**src/design/uer_pkg.sv**
```systemverilog
`default_nettype none
package uer_pkg;

	// Measurement phases, in the order one attempt passes through them.
	typedef enum logic [2:0] {
		PH_TRIG_LOW  = 3'd0,
		PH_TRIG_HIGH = 3'd1,
		PH_WAIT_RISE = 3'd2,
		PH_ECHO_HIGH = 3'd3,
		PH_GAP       = 3'd4
	} uer_phase_t;

	// Configuration register indexes.
	localparam logic [2:0] CFG_TRIG_LOW  = 3'd0;
	localparam logic [2:0] CFG_TRIG_HIGH = 3'd1;
	localparam logic [2:0] CFG_TIMEOUT   = 3'd2;
	localparam logic [2:0] CFG_GAP       = 3'd3;
	localparam logic [2:0] CFG_MAX_DIST  = 3'd4;

	// Register values after reset.
	localparam logic [15:0] RST_TRIG_LOW  = 16'd10000;
	localparam logic [15:0] RST_TRIG_HIGH = 16'd10;
	localparam logic [15:0] RST_TIMEOUT   = 16'd30000;
	localparam logic [15:0] RST_GAP       = 16'd50000;
	localparam logic [7:0]  RST_MAX_DIST  = 8'd200;

	// Echo width to distance: each tick of echo adds two, and every 59 of those make one centimetre.
	localparam logic [6:0] DIST_STEP    = 7'd2;
	localparam logic [6:0] DIST_DIVISOR = 7'd59;

	typedef struct packed {
		logic [15:0] trig_low;
		logic [15:0] trig_high;
		logic [15:0] timeout;
		logic [15:0] gap;
		logic [7:0]  max_dist;
	} uer_cfg_t;

	typedef struct packed {
		logic [7:0] mean_cm;
		logic       mean_valid;
		logic [7:0] reading_cm;
		logic       reading_kept;
		logic       reading_done;
		logic       trigger_level;
	} uer_result_t;

endpackage
`default_nettype wire

```
**src/design/uer_sequencer.sv**
```systemverilog
`default_nettype none
module uer_sequencer #(
	parameter int SAMPLE_COUNT = 10
) (
	input  wire                 clk,
	input  wire                 arst_n,
	input  wire                 advance,
	input  wire                 echo_level,
	input  uer_pkg::uer_cfg_t   cfg,
	output uer_pkg::uer_result_t result
);

	// Mean by reciprocal multiplication: exact for sums below 2^12 and counts up to 15.
	localparam int          MEAN_SHIFT = 16;
	localparam logic [16:0] MEAN_MUL   = 17'((2 ** MEAN_SHIFT + SAMPLE_COUNT - 1) / SAMPLE_COUNT);
	localparam logic [3:0]  KEEP_LIMIT = 4'(SAMPLE_COUNT);

	uer_pkg::uer_phase_t phase_q, phase_d;
	logic [15:0] tick_q, tick_d;
	logic [3:0]  kept_q, kept_d;
	logic [11:0] sum_q, sum_d;
	logic [11:0] quot_q, quot_d;
	logic [5:0]  rem_q, rem_d;

	logic [16:0] tick_inc;
	logic [6:0]  rem_step;
	logic [7:0]  dist_sat;
	logic [11:0] sum_new;
	logic [3:0]  kept_new;
	logic [28:0] mean_prod;
	uer_pkg::uer_phase_t after_attempt;

	assign tick_inc      = {1'b0, tick_q} + 17'd1;
	assign rem_step      = {1'b0, rem_q} + uer_pkg::DIST_STEP;
	assign dist_sat      = (quot_q > {4'd0, cfg.max_dist}) ? cfg.max_dist : quot_q[7:0];
	assign sum_new       = sum_q + {4'd0, dist_sat};
	assign kept_new      = kept_q + 4'd1;
	assign mean_prod     = 29'(sum_new) * 29'(MEAN_MUL);
	assign after_attempt = (cfg.gap == 16'd0) ? uer_pkg::PH_TRIG_LOW : uer_pkg::PH_GAP;

	always_comb begin
		phase_d = phase_q;
		tick_d  = tick_q;
		kept_d  = kept_q;
		sum_d   = sum_q;
		quot_d  = quot_q;
		rem_d   = rem_q;
		result  = '0;
		case (phase_q)
			uer_pkg::PH_TRIG_LOW: begin
				tick_d = tick_inc[15:0];
				if (tick_inc >= {1'b0, cfg.trig_low}) begin
					phase_d = uer_pkg::PH_TRIG_HIGH;
					tick_d  = '0;
				end
			end
			uer_pkg::PH_TRIG_HIGH: begin
				result.trigger_level = 1'b1;
				tick_d = tick_inc[15:0];
				if (tick_inc >= {1'b0, cfg.trig_high}) begin
					phase_d = uer_pkg::PH_WAIT_RISE;
					tick_d  = '0;
				end
			end
			uer_pkg::PH_WAIT_RISE: begin
				if (echo_level) begin
					phase_d = uer_pkg::PH_ECHO_HIGH;
					tick_d  = '0;
					quot_d  = '0;
					rem_d   = '0;
				end else if (tick_q >= cfg.timeout) begin
					result.reading_done = 1'b1;
					phase_d = after_attempt;
					tick_d  = '0;
				end else begin
					tick_d = tick_inc[15:0];
				end
			end
			uer_pkg::PH_ECHO_HIGH: begin
				if (!echo_level) begin
					result.reading_done = 1'b1;
					if (dist_sat != 8'd0) begin
						result.reading_kept = 1'b1;
						result.reading_cm   = dist_sat;
						sum_d  = sum_new;
						kept_d = kept_new;
						if (kept_new >= KEEP_LIMIT) begin
							result.mean_valid = 1'b1;
							result.mean_cm    = mean_prod[MEAN_SHIFT +: 8];
							sum_d  = '0;
							kept_d = '0;
						end
					end
					phase_d = after_attempt;
					tick_d  = '0;
				end else if (tick_q >= cfg.timeout) begin
					result.reading_done = 1'b1;
					phase_d = after_attempt;
					tick_d  = '0;
				end else begin
					// Running quotient of 2*ticks/59, kept one step at a time.
					tick_d = tick_inc[15:0];
					if (rem_step >= uer_pkg::DIST_DIVISOR) begin
						rem_d  = 6'(rem_step - uer_pkg::DIST_DIVISOR);
						quot_d = quot_q + 12'd1;
					end else begin
						rem_d = rem_step[5:0];
					end
				end
			end
			uer_pkg::PH_GAP: begin
				tick_d = tick_inc[15:0];
				if (tick_inc >= {1'b0, cfg.gap}) begin
					phase_d = uer_pkg::PH_TRIG_LOW;
					tick_d  = '0;
				end
			end
			default: begin
				phase_d = uer_pkg::PH_TRIG_LOW;
				tick_d  = '0;
			end
		endcase
	end

	always_ff @(posedge clk or negedge arst_n) begin
		if (!arst_n) begin
			phase_q <= uer_pkg::PH_TRIG_LOW;
			tick_q  <= '0;
			kept_q  <= '0;
			sum_q   <= '0;
			quot_q  <= '0;
			rem_q   <= '0;
		end else if (advance) begin
			phase_q <= phase_d;
			tick_q  <= tick_d;
			kept_q  <= kept_d;
			sum_q   <= sum_d;
			quot_q  <= quot_d;
			rem_q   <= rem_d;
		end
	end

endmodule
`default_nettype wire

```
**src/design/ultrasonic_echo_ranger_core.sv**
```systemverilog
// Ultrasonic echo ranger core.
// Every item on the slave stream is one microsecond tick carrying the sampled echo
// pin level. The block drives the trigger pin (held low, then pulsed high), waits
// for the echo to rise, times the echo width and converts it to centimetres. Every
// accepted item gives exactly one item on the master stream with the trigger level
// for that tick, the finished reading when an attempt ends, and a mean of the last
// SAMPLE_COUNT kept readings when enough of them have been collected.
// Timing: one item per clock cycle sustained while m_tready stays high. The result of an
// item is presented on the master side in the cycle after it is accepted if the output
// register is free; all the work for a tick is done in one pass of logic ahead of that register.
// Stalls: an output register and a one-item skid buffer follow the logic, so
// s_tready stays high while the receiver stalls until the skid holds an item;
// it then falls, and rises again in the cycle after the receiver takes the item
// waiting in the output register.
// Reset: arst_n clears the sequencer to the trigger-low phase with all counters and
// the running sum at zero, empties the output stages and loads the register defaults.
// Configuration registers are written through cfg_we/cfg_index/cfg_wdata and should
// only be changed while no item is in flight.
`default_nettype none
module ultrasonic_echo_ranger_core #(
	parameter int SAMPLE_COUNT = 10
) (
	input  wire        clk,
	input  wire        arst_n,
	input  wire        s_tvalid,
	output logic       s_tready,
	input  wire [7:0]  s_tdata,   // [0] echo_level, [7:1] zero
	output logic       m_tvalid,
	input  wire        m_tready,
	output logic [23:0] m_tdata,  // [0] trigger_level, [1] reading_done, [2] reading_kept,
	                              // [10:3] reading_cm, [11] mean_valid, [19:12] mean_cm,
	                              // [23:20] zero
	input  wire        cfg_we,
	input  wire [2:0]  cfg_index,
	input  wire [15:0] cfg_wdata
);

	uer_pkg::uer_cfg_t    cfg_q;
	uer_pkg::uer_result_t result;
	uer_pkg::uer_result_t out_q;
	uer_pkg::uer_result_t skid_q;
	logic out_valid_q;
	logic skid_valid_q;
	logic accept;
	logic out_free;

	assign s_tready = !skid_valid_q;
	assign accept   = s_tvalid && s_tready;
	// The output register can take a new item when it is empty or being drained.
	assign out_free = !out_valid_q || m_tready;

	// Configuration registers; indexes beyond the list are ignored.
	always_ff @(posedge clk or negedge arst_n) begin
		if (!arst_n) begin
			cfg_q.trig_low  <= uer_pkg::RST_TRIG_LOW;
			cfg_q.trig_high <= uer_pkg::RST_TRIG_HIGH;
			cfg_q.timeout   <= uer_pkg::RST_TIMEOUT;
			cfg_q.gap       <= uer_pkg::RST_GAP;
			cfg_q.max_dist  <= uer_pkg::RST_MAX_DIST;
		end else if (cfg_we) begin
			case (cfg_index)
				uer_pkg::CFG_TRIG_LOW:  cfg_q.trig_low  <= cfg_wdata;
				uer_pkg::CFG_TRIG_HIGH: cfg_q.trig_high <= cfg_wdata;
				uer_pkg::CFG_TIMEOUT:   cfg_q.timeout   <= cfg_wdata;
				uer_pkg::CFG_GAP:       cfg_q.gap       <= cfg_wdata;
				uer_pkg::CFG_MAX_DIST:  cfg_q.max_dist  <= cfg_wdata[7:0];
				default: ;
			endcase
		end
	end

	// The sequencer state moves on only when a tick is accepted.
	uer_sequencer #(
		.SAMPLE_COUNT(SAMPLE_COUNT)
	) u_sequencer (
		.clk       (clk),
		.arst_n    (arst_n),
		.advance   (accept),
		.echo_level(s_tdata[0]),
		.cfg       (cfg_q),
		.result    (result)
	);

	// Output stage control: the skid item always leaves before a fresh one.
	always_ff @(posedge clk or negedge arst_n) begin
		if (!arst_n) begin
			out_valid_q  <= 1'b0;
			skid_valid_q <= 1'b0;
		end else if (out_free) begin
			if (skid_valid_q) begin
				out_valid_q  <= 1'b1;
				skid_valid_q <= 1'b0;
			end else begin
				out_valid_q <= accept;
			end
		end else if (accept) begin
			skid_valid_q <= 1'b1;
		end
	end

	// Output stage payload.
	always_ff @(posedge clk) begin
		if (out_free) begin
			if (skid_valid_q) begin
				out_q <= skid_q;
			end else if (accept) begin
				out_q <= result;
			end
		end else if (accept) begin
			skid_q <= result;
		end
	end

	assign m_tvalid = out_valid_q;
	assign m_tdata  = {4'd0, out_q.mean_cm, out_q.mean_valid, out_q.reading_cm,
		out_q.reading_kept, out_q.reading_done, out_q.trigger_level};

endmodule
`default_nettype wire

```
**config.mk**
```make
export PLATFORM = sky130hd
export DESIGN_NAME = ultrasonic_echo_ranger_core
export DESIGN_NICKNAME = d
export VERILOG_FILES = /design/src/design/uer_pkg.sv /design/src/design/uer_sequencer.sv /design/src/design/ultrasonic_echo_ranger_core.sv
export SDC_FILE = /design/constraint.sdc
export NUM_CORES = 1
export LEC_CHECK = 0
export ABC_AREA = 1
export BUFFER_PORTS_ARGS = -buffer_cell sky130_fd_sc_hd__buf_2
export CORE_MARGIN = 4
export CORE_UTILIZATION = 45
export CTS_BUF_LIST = sky130_fd_sc_hd__clkbuf_2
export DETAILED_ROUTE_END_ITERATION = 8
export PLACE_DENSITY_LB_ADDON = 0.25
export SETUP_SLACK_MARGIN = 0.3
export SLEW_MARGIN = 20
export SYNTH_ARGS = -nofsm -noshare
export SYNTH_HDL_FRONTEND = slang
export SYNTH_SLANG_ARGS = --single-unit
```
**constraint.sdc**
```tcl
create_clock -name clk -period 8.9 [get_ports clk]
set_input_delay 0.445 -clock clk [delete_from_list [all_inputs] [get_ports clk]]
set_output_delay 0.445 -clock clk [all_outputs]
set_load 0.01 [all_outputs]
```
---- Yosys cells after proc, flatten, opt, wreduce, memory -nomap -nowiden ----
Index checks and enable logic that the tools add are counted.
operators by class
  add/sub/neg operators ................... 6
  multiply operators ...................... 1
  divide/modulo/power cells ............... 0
  order comparisons ....................... 7
  equal/unequal tests ..................... 15
  shift-type cells ........................ 0
  muxes and demuxes ....................... 42
  bitwise gates (word level) .............. 2
  reduce and logical (&&, ||, !) cells .... 22
operators by type and width
  kind                      count
  $mux W16                  6
  $pmux W16 S5              1
  $mux W12                  5
  $mux W18                  3
  $ge A17 B16 Y1            3
  $mux W20                  2
  $mux W6                   4
  $pmux W12 S2              1
  $mul A12 B12 Y23 const B  1
  $mux W3                   7
  $add A16 B1 Y17 const B   1
  $ge A16 B16 Y1            1
  $logic_not A16 Y1         1
  $pmux W3 S5               1
  $reduce_and A2 Y1         7
  $add A12 B1 Y12 const B   1
  $add A12 B8 Y12           1
  $eq A3 B2 Y1 const B      4
  $gt A12 B8 Y1             1
  $pmux W6 S2               1
  $mux W9                   1
  $mux W8                   1
  $ne A2 B1 Y1 const B      4
  $reduce_and A4 Y1         2
  20 further kinds          35
word-level totals
  bits in registers ....................... 167
  bits in latches ......................... 0
  RAM bits ................................ 0
  ROM bits ................................ 0
  input bits .............................. 32
  output and inout bits ................... 26
  word-level logic and storage cells ...... 120
  memories ................................ 0

---- Longest topological paths before layout ----
  word-level depth ........................ 10
  gate-level depth with buffers ........... 43
  gate-level depth less buffers ........... 43

---- Hierarchy ----
A second synthesis with hierarchy kept.
unflattened totals
  cell total of the unflattened synthesis .. 1737
  area, all modules ....................... 13349.1 µm²
by module, submodules not included
  module                       instances  cells each  area an instance (µm²)  seq. area each (µm²)
  uer_sequencer                1          1295        8834.7                  1326.3
  ultrasonic_echo_ranger_core  1          442         4514.3                  3081.7

---- Worst setup path before layout ----
Ideal clock, no wire load.
  path type ............................... flip-flop to flip-flop
  start ................................... register cfg_q[7] in the netlist's numbering
  end ..................................... register out_q (netlist bit m_tdata[16]) (data pin)
  setup time .............................. 0.147 ns
  arrival time ............................ 6.731 ns
  data required time ...................... 8.753 ns
  setup slack ............................. 2.021 ns
  stages on the path, launching flop included .. 38
  buffers on the path ..................... 0
  clock period less this slack ............ 6.879 ns
  path through ............................ dfstp_2 inv_1 ha_1 nand4_1 nor2_4 nand2_2 nand2_4 nand2_4 nand2_1 nand2_1 inv_1 ha_1 inv_1 fa_1 o21ai_2 a21oi_1 o21ai_1 xor2_1 [... 2 more ...] inv_1 fa_1 inv_1 fa_1 fa_1 inv_1 fa_1 inv_1 ha_1 a21oi_1 o21ai_0 a21oi_1 nand2_1 nand2_1 nand2_1 nor2_1 nand4_2 o21bai_1
on the way
  word-level cells in the longest chain between the ends .. 10
  elaborated cells on any way between the ends .. 11
  classes of those cells .................. add/sub: 1; mul: 1; order compare: 1; mux: 7; reduce/logical: 1
ends and longest elaborated chain
  element               line                                text
  from (decl)           ultrasonic_echo_ranger_core.sv:38   uer_pkg::uer_cfg_t cfg_q;
  $gt A12 B8 Y1         uer_sequencer.sv:35                 assign dist_sat = (quot_q > {4'd0, cfg.max_dist}) ? cfg.max_dist : quot_q[7:0];
  $mux W8 *             uer_sequencer.sv:35
  $add A12 B8 Y12       uer_sequencer.sv:36                 assign sum_new = sum_q + {4'd0, dist_sat};
  $mul A12 B12 Y23      uer_sequencer.sv:38                 assign mean_prod = 29'(sum_new) * 29'(MEAN_MUL);
  $mux W9               uer_sequencer.sv:87                 if (kept_new >= KEEP_LIMIT) begin
  $mux W18 *            uer_sequencer.sv:82                 if (dist_sat != 8'd0) begin
  $mux W18 *            uer_sequencer.sv:80                 if (!echo_level) begin
  $mux W18 *            uer_sequencer.sv:49                 case (phase_q)
  $mux W20 *            ultrasonic_echo_ranger_core.sv:106  end else if (accept) begin
  $mux W20 *            ultrasonic_echo_ranger_core.sv:104  if (skid_valid_q) begin
  to (signal assigned)  ultrasonic_echo_ranger_core.sv:105  out_q <= skid_q;
  to (signal assigned)  ultrasonic_echo_ranger_core.sv:107  out_q <= result;
  to (decl)             ultrasonic_echo_ranger_core.sv:40   uer_pkg::uer_result_t out_q;
Mark *: on every way between the ends. The rest lies on a longest branch, timed or not. The select of a mux whose other input is x is not followed.
A chain may end at the register's enable or synchronous reset.

---- Final worst setup path ----
Same ends and word-level chain as after synthesis.

==> impl_metrics.yaml <==
synthesis:
  synth_area_um2: 13150
  synth.top_cell.area_share_pct: 19.79
  synth-simple-area-share_pct: 22.27
  synthCells: 1668
  synthMuxAreaShare_pct: 0
  ys_seq_area_share_pct: 33.51
  synth.avg_cell_area_um2: 7.886
  yosys.cell_count.top_type: "nand2_1"
  synth_compound_area_share_pct: 9.560
  yosys_register_bits: 167
  yosysWarnings: 0
  synth_top_cell_by_area: "dfrtp_1"
  synth_xor_area_share_pct: 2.464
  synth-edff-count: 40
  asyncSetResetFlopFracSynth_pct: 76.05
  synth_fa_ha_area_share_pct: 21.33
  synth_common_cells: "nand2_1, inv_1, ha_1"
  ys.flop_type: "dfrtp_1"
  yosys.cell_types.count: 47
  synth_area_leaders: "dfrtp_1, ha_1, nand2_1"
  synth_top_family_by_area: "simple AND/OR/NAND/NOR gates"
global_routing:
  grt_pass1_wl_um: 49890
  grt.total_usage_pct: 19.28
  grt_pass1_vias: 10060
  grt_overflow: 0
  antenna_found_initial: 1
  grt_max_degree: 76
min_path:
  worst_hold_path_type: "primary input to register"
  worstHoldStart: "cfg_wdata[3]"
  holdPathEnd: "cfg_q[3]"
  min_path_cells: 3
setup_path:
  slowest_stage: "dfstp_2"
  cp_data_arrival_time_ns: 8.36
  cpPeakStageDelay_ns: 0.59
  path_depth: 37
  critPathBufInv: 10
  crit_type: "register to register"
  r2r_setup_slack_ns: 1.18
  ff2ff_path_depth: 37
  cpMostUsedCell: "inv_1"
  endpoint_kind: "register"
  cp_max_fo: 9
  critPathLaunchType: "register"
  r2r_end: "m_tdata[16]"
  required_ns: 9.54
  path_delay_family: "adder cells"
  r2r-start: "cfg_q[7]"
sta:
  setup_viol: 0
  skew_ns: 0.05738
  fmax_mhz: 129.6
  worst_slew_pin_slew_ns: 1.042
  fin_crit_sh_pct: 86.71
  rsz0062_at_grt: "no"
  worst_hold_slack_ns: 0.04486
  hold_viol: 0
  slew_headroom_pct: 30.31
  timing.setup.tns_ns: 0
  slew_violations: 0
  min_period_ns: 7.717
placed_design:
  gp_congestion: 0.9205
  port_buffers: 46
  dpl_cell_area_um2: 13730
  dp_hpwl_um: 23210
final_layout:
  nets: 1958
  drive_above_1_share_pct: 9.614
  fill_cells: 2878
  final_area_um2: 14210
  area_delta_synth_final_pct: 8.056
floorplan:
  coreArea_um2: 28780
  die_h_um: 179.0
  io_pins: 58
  die_area_um2: 32030
  start_util_pct: 45.70
  fp-row-count: 62
  die_width_um: 179.0
clock_tree:
  cts_tree: "done"
  post_cts_buffers: 0
  path_clk_slew_ns: 0.28
  root_buffer: "clkbuf_2"
  cts.path.max_buffers: 2
  cts.sinks: 167
  cts_made_buffers: 17
  worst_skew_pair.late_latency_ns: 0.80
  cts_max_level: 4
job:
  drv_cap: 0
drt:
  num_vias: 10480
  via_per_inst: 4.940
  drt_pass1_iterations: 5
  drc: 0
  finalWirelength_um: 29340
  routedWlPerCell_um: 13.83
  ant_nets: 0
  drt_iter0_markers: 622
run_status:
  status: "finished clean"
-- worst max-delay path by stage --
stage | from | to | slack (ns)
final | cfg_q[7] | m_tdata[16] | 1.18
after global routing | cfg_q[7] | m_tdata[16] | 0.61
after CTS | cfg_q[7] | m_tdata[16] | 1.17
after detailed placement | cfg_q[7] | m_tdata[16] | 1.23
after global placement | cfg_q[7] | m_tdata[16] | 1.40
after floorplan | cfg_q[7] | m_tdata[16] | 2.02
-- layout by cell type, fill, tap and decap left out, types with 37 or more instances in the layout --
cell | Yosys | final
nand3_1 | 52 | 52
nand2_1 | 394 | 394
a21oi_1 | 55 | 55
inv_1 | 323 | 323
fa_1 | 37 | 37
edfxtp_1 | 40 | 40
ha_1 | 165 | 165
o21ai_0 | 123 | 123
buf_2 | 4 | 45
nor2_1 | 110 | 110
dfrtp_1 | 104 | 104
-- worst reg2reg max path: cells and delay by family (launching register included) --
family | cells | cell delay (ns)
xor gates and xnor gates | 1 | 0.08
AOI/OAI and AO/OA | 7 | 1.21
buffers and inverters | 10 | 0.91
DFF | 1 | 0.59
and+or+nand+nor | 11 | 1.42
adders and majority gates | 8 | 3.36
-- cells by family after synthesis --
| family | count (synthesis) |
|---|---|
| simple gates | 670 |
| buf+inv | 363 |
| compound gates | 228 |
| fa+ha+maj | 202 |
| flops | 167 |
| xor+xnor | 37 |
| other cells | 1 |
-- cell type report --
type / instances / area (µm²) / share of cell area (%)
Multi-Input combinational cell: 1141 / 7335 / 51.60
Sequential cell: 167 / 4408 / 31.01
Inverter: 327 / 1227 / 8.636
Tap cell: 384 / 480.5 / 3.380
Timing Repair Buffer: 70 / 465.4 / 3.275
Clock inverter: 15 / 210.2 / 1.479
Clock buffer: 17 / 85.08 / 0.5986
Antenna cell: 1 / 2.502 / 0.01761
-- sequential cells by signal (all words and copies together), names as in the netlist --
register / flops
u_sequencer.phase_q: 3
skid_valid_q: 1
u_sequencer.sum_q: 12
u_sequencer.rem_q: 6
u_sequencer.kept_q: 4
skid_q: 20
cfg_q: 72
m_tdata: 20
u_sequencer.tick_q: 16
m_tvalid: 1
u_sequencer.quot_q: 12
-- metrics by stage --
stage               util (%)  instances  setup WS (ns)
CTS                    49.26       2119          1.172
global placement       47.71       2072          1.401
finish                 49.39       2122          1.183
detailed placement     47.71       2072          1.234
floorplan                  -       1671          2.021
global route           49.39       2122         0.6074
-- timing repair --
item | 4_1_cts | 5_1_grt
resized for setup | 0 | 0
endpoints found under the hold margin | 86 | 0
hold buffers | 15 | 0
-- layer usage --
metal / wire length (µm) / track usage (%)
met2: 14330 / 33.75
met3: 854 / 2.299
met1: 13620 / 25.46
met4: 532 / 4.797
met5: 0 / 0
Power is not shown: default switching activity piles up to over one toggle a cycle in this logic, so the estimate is an artifact.
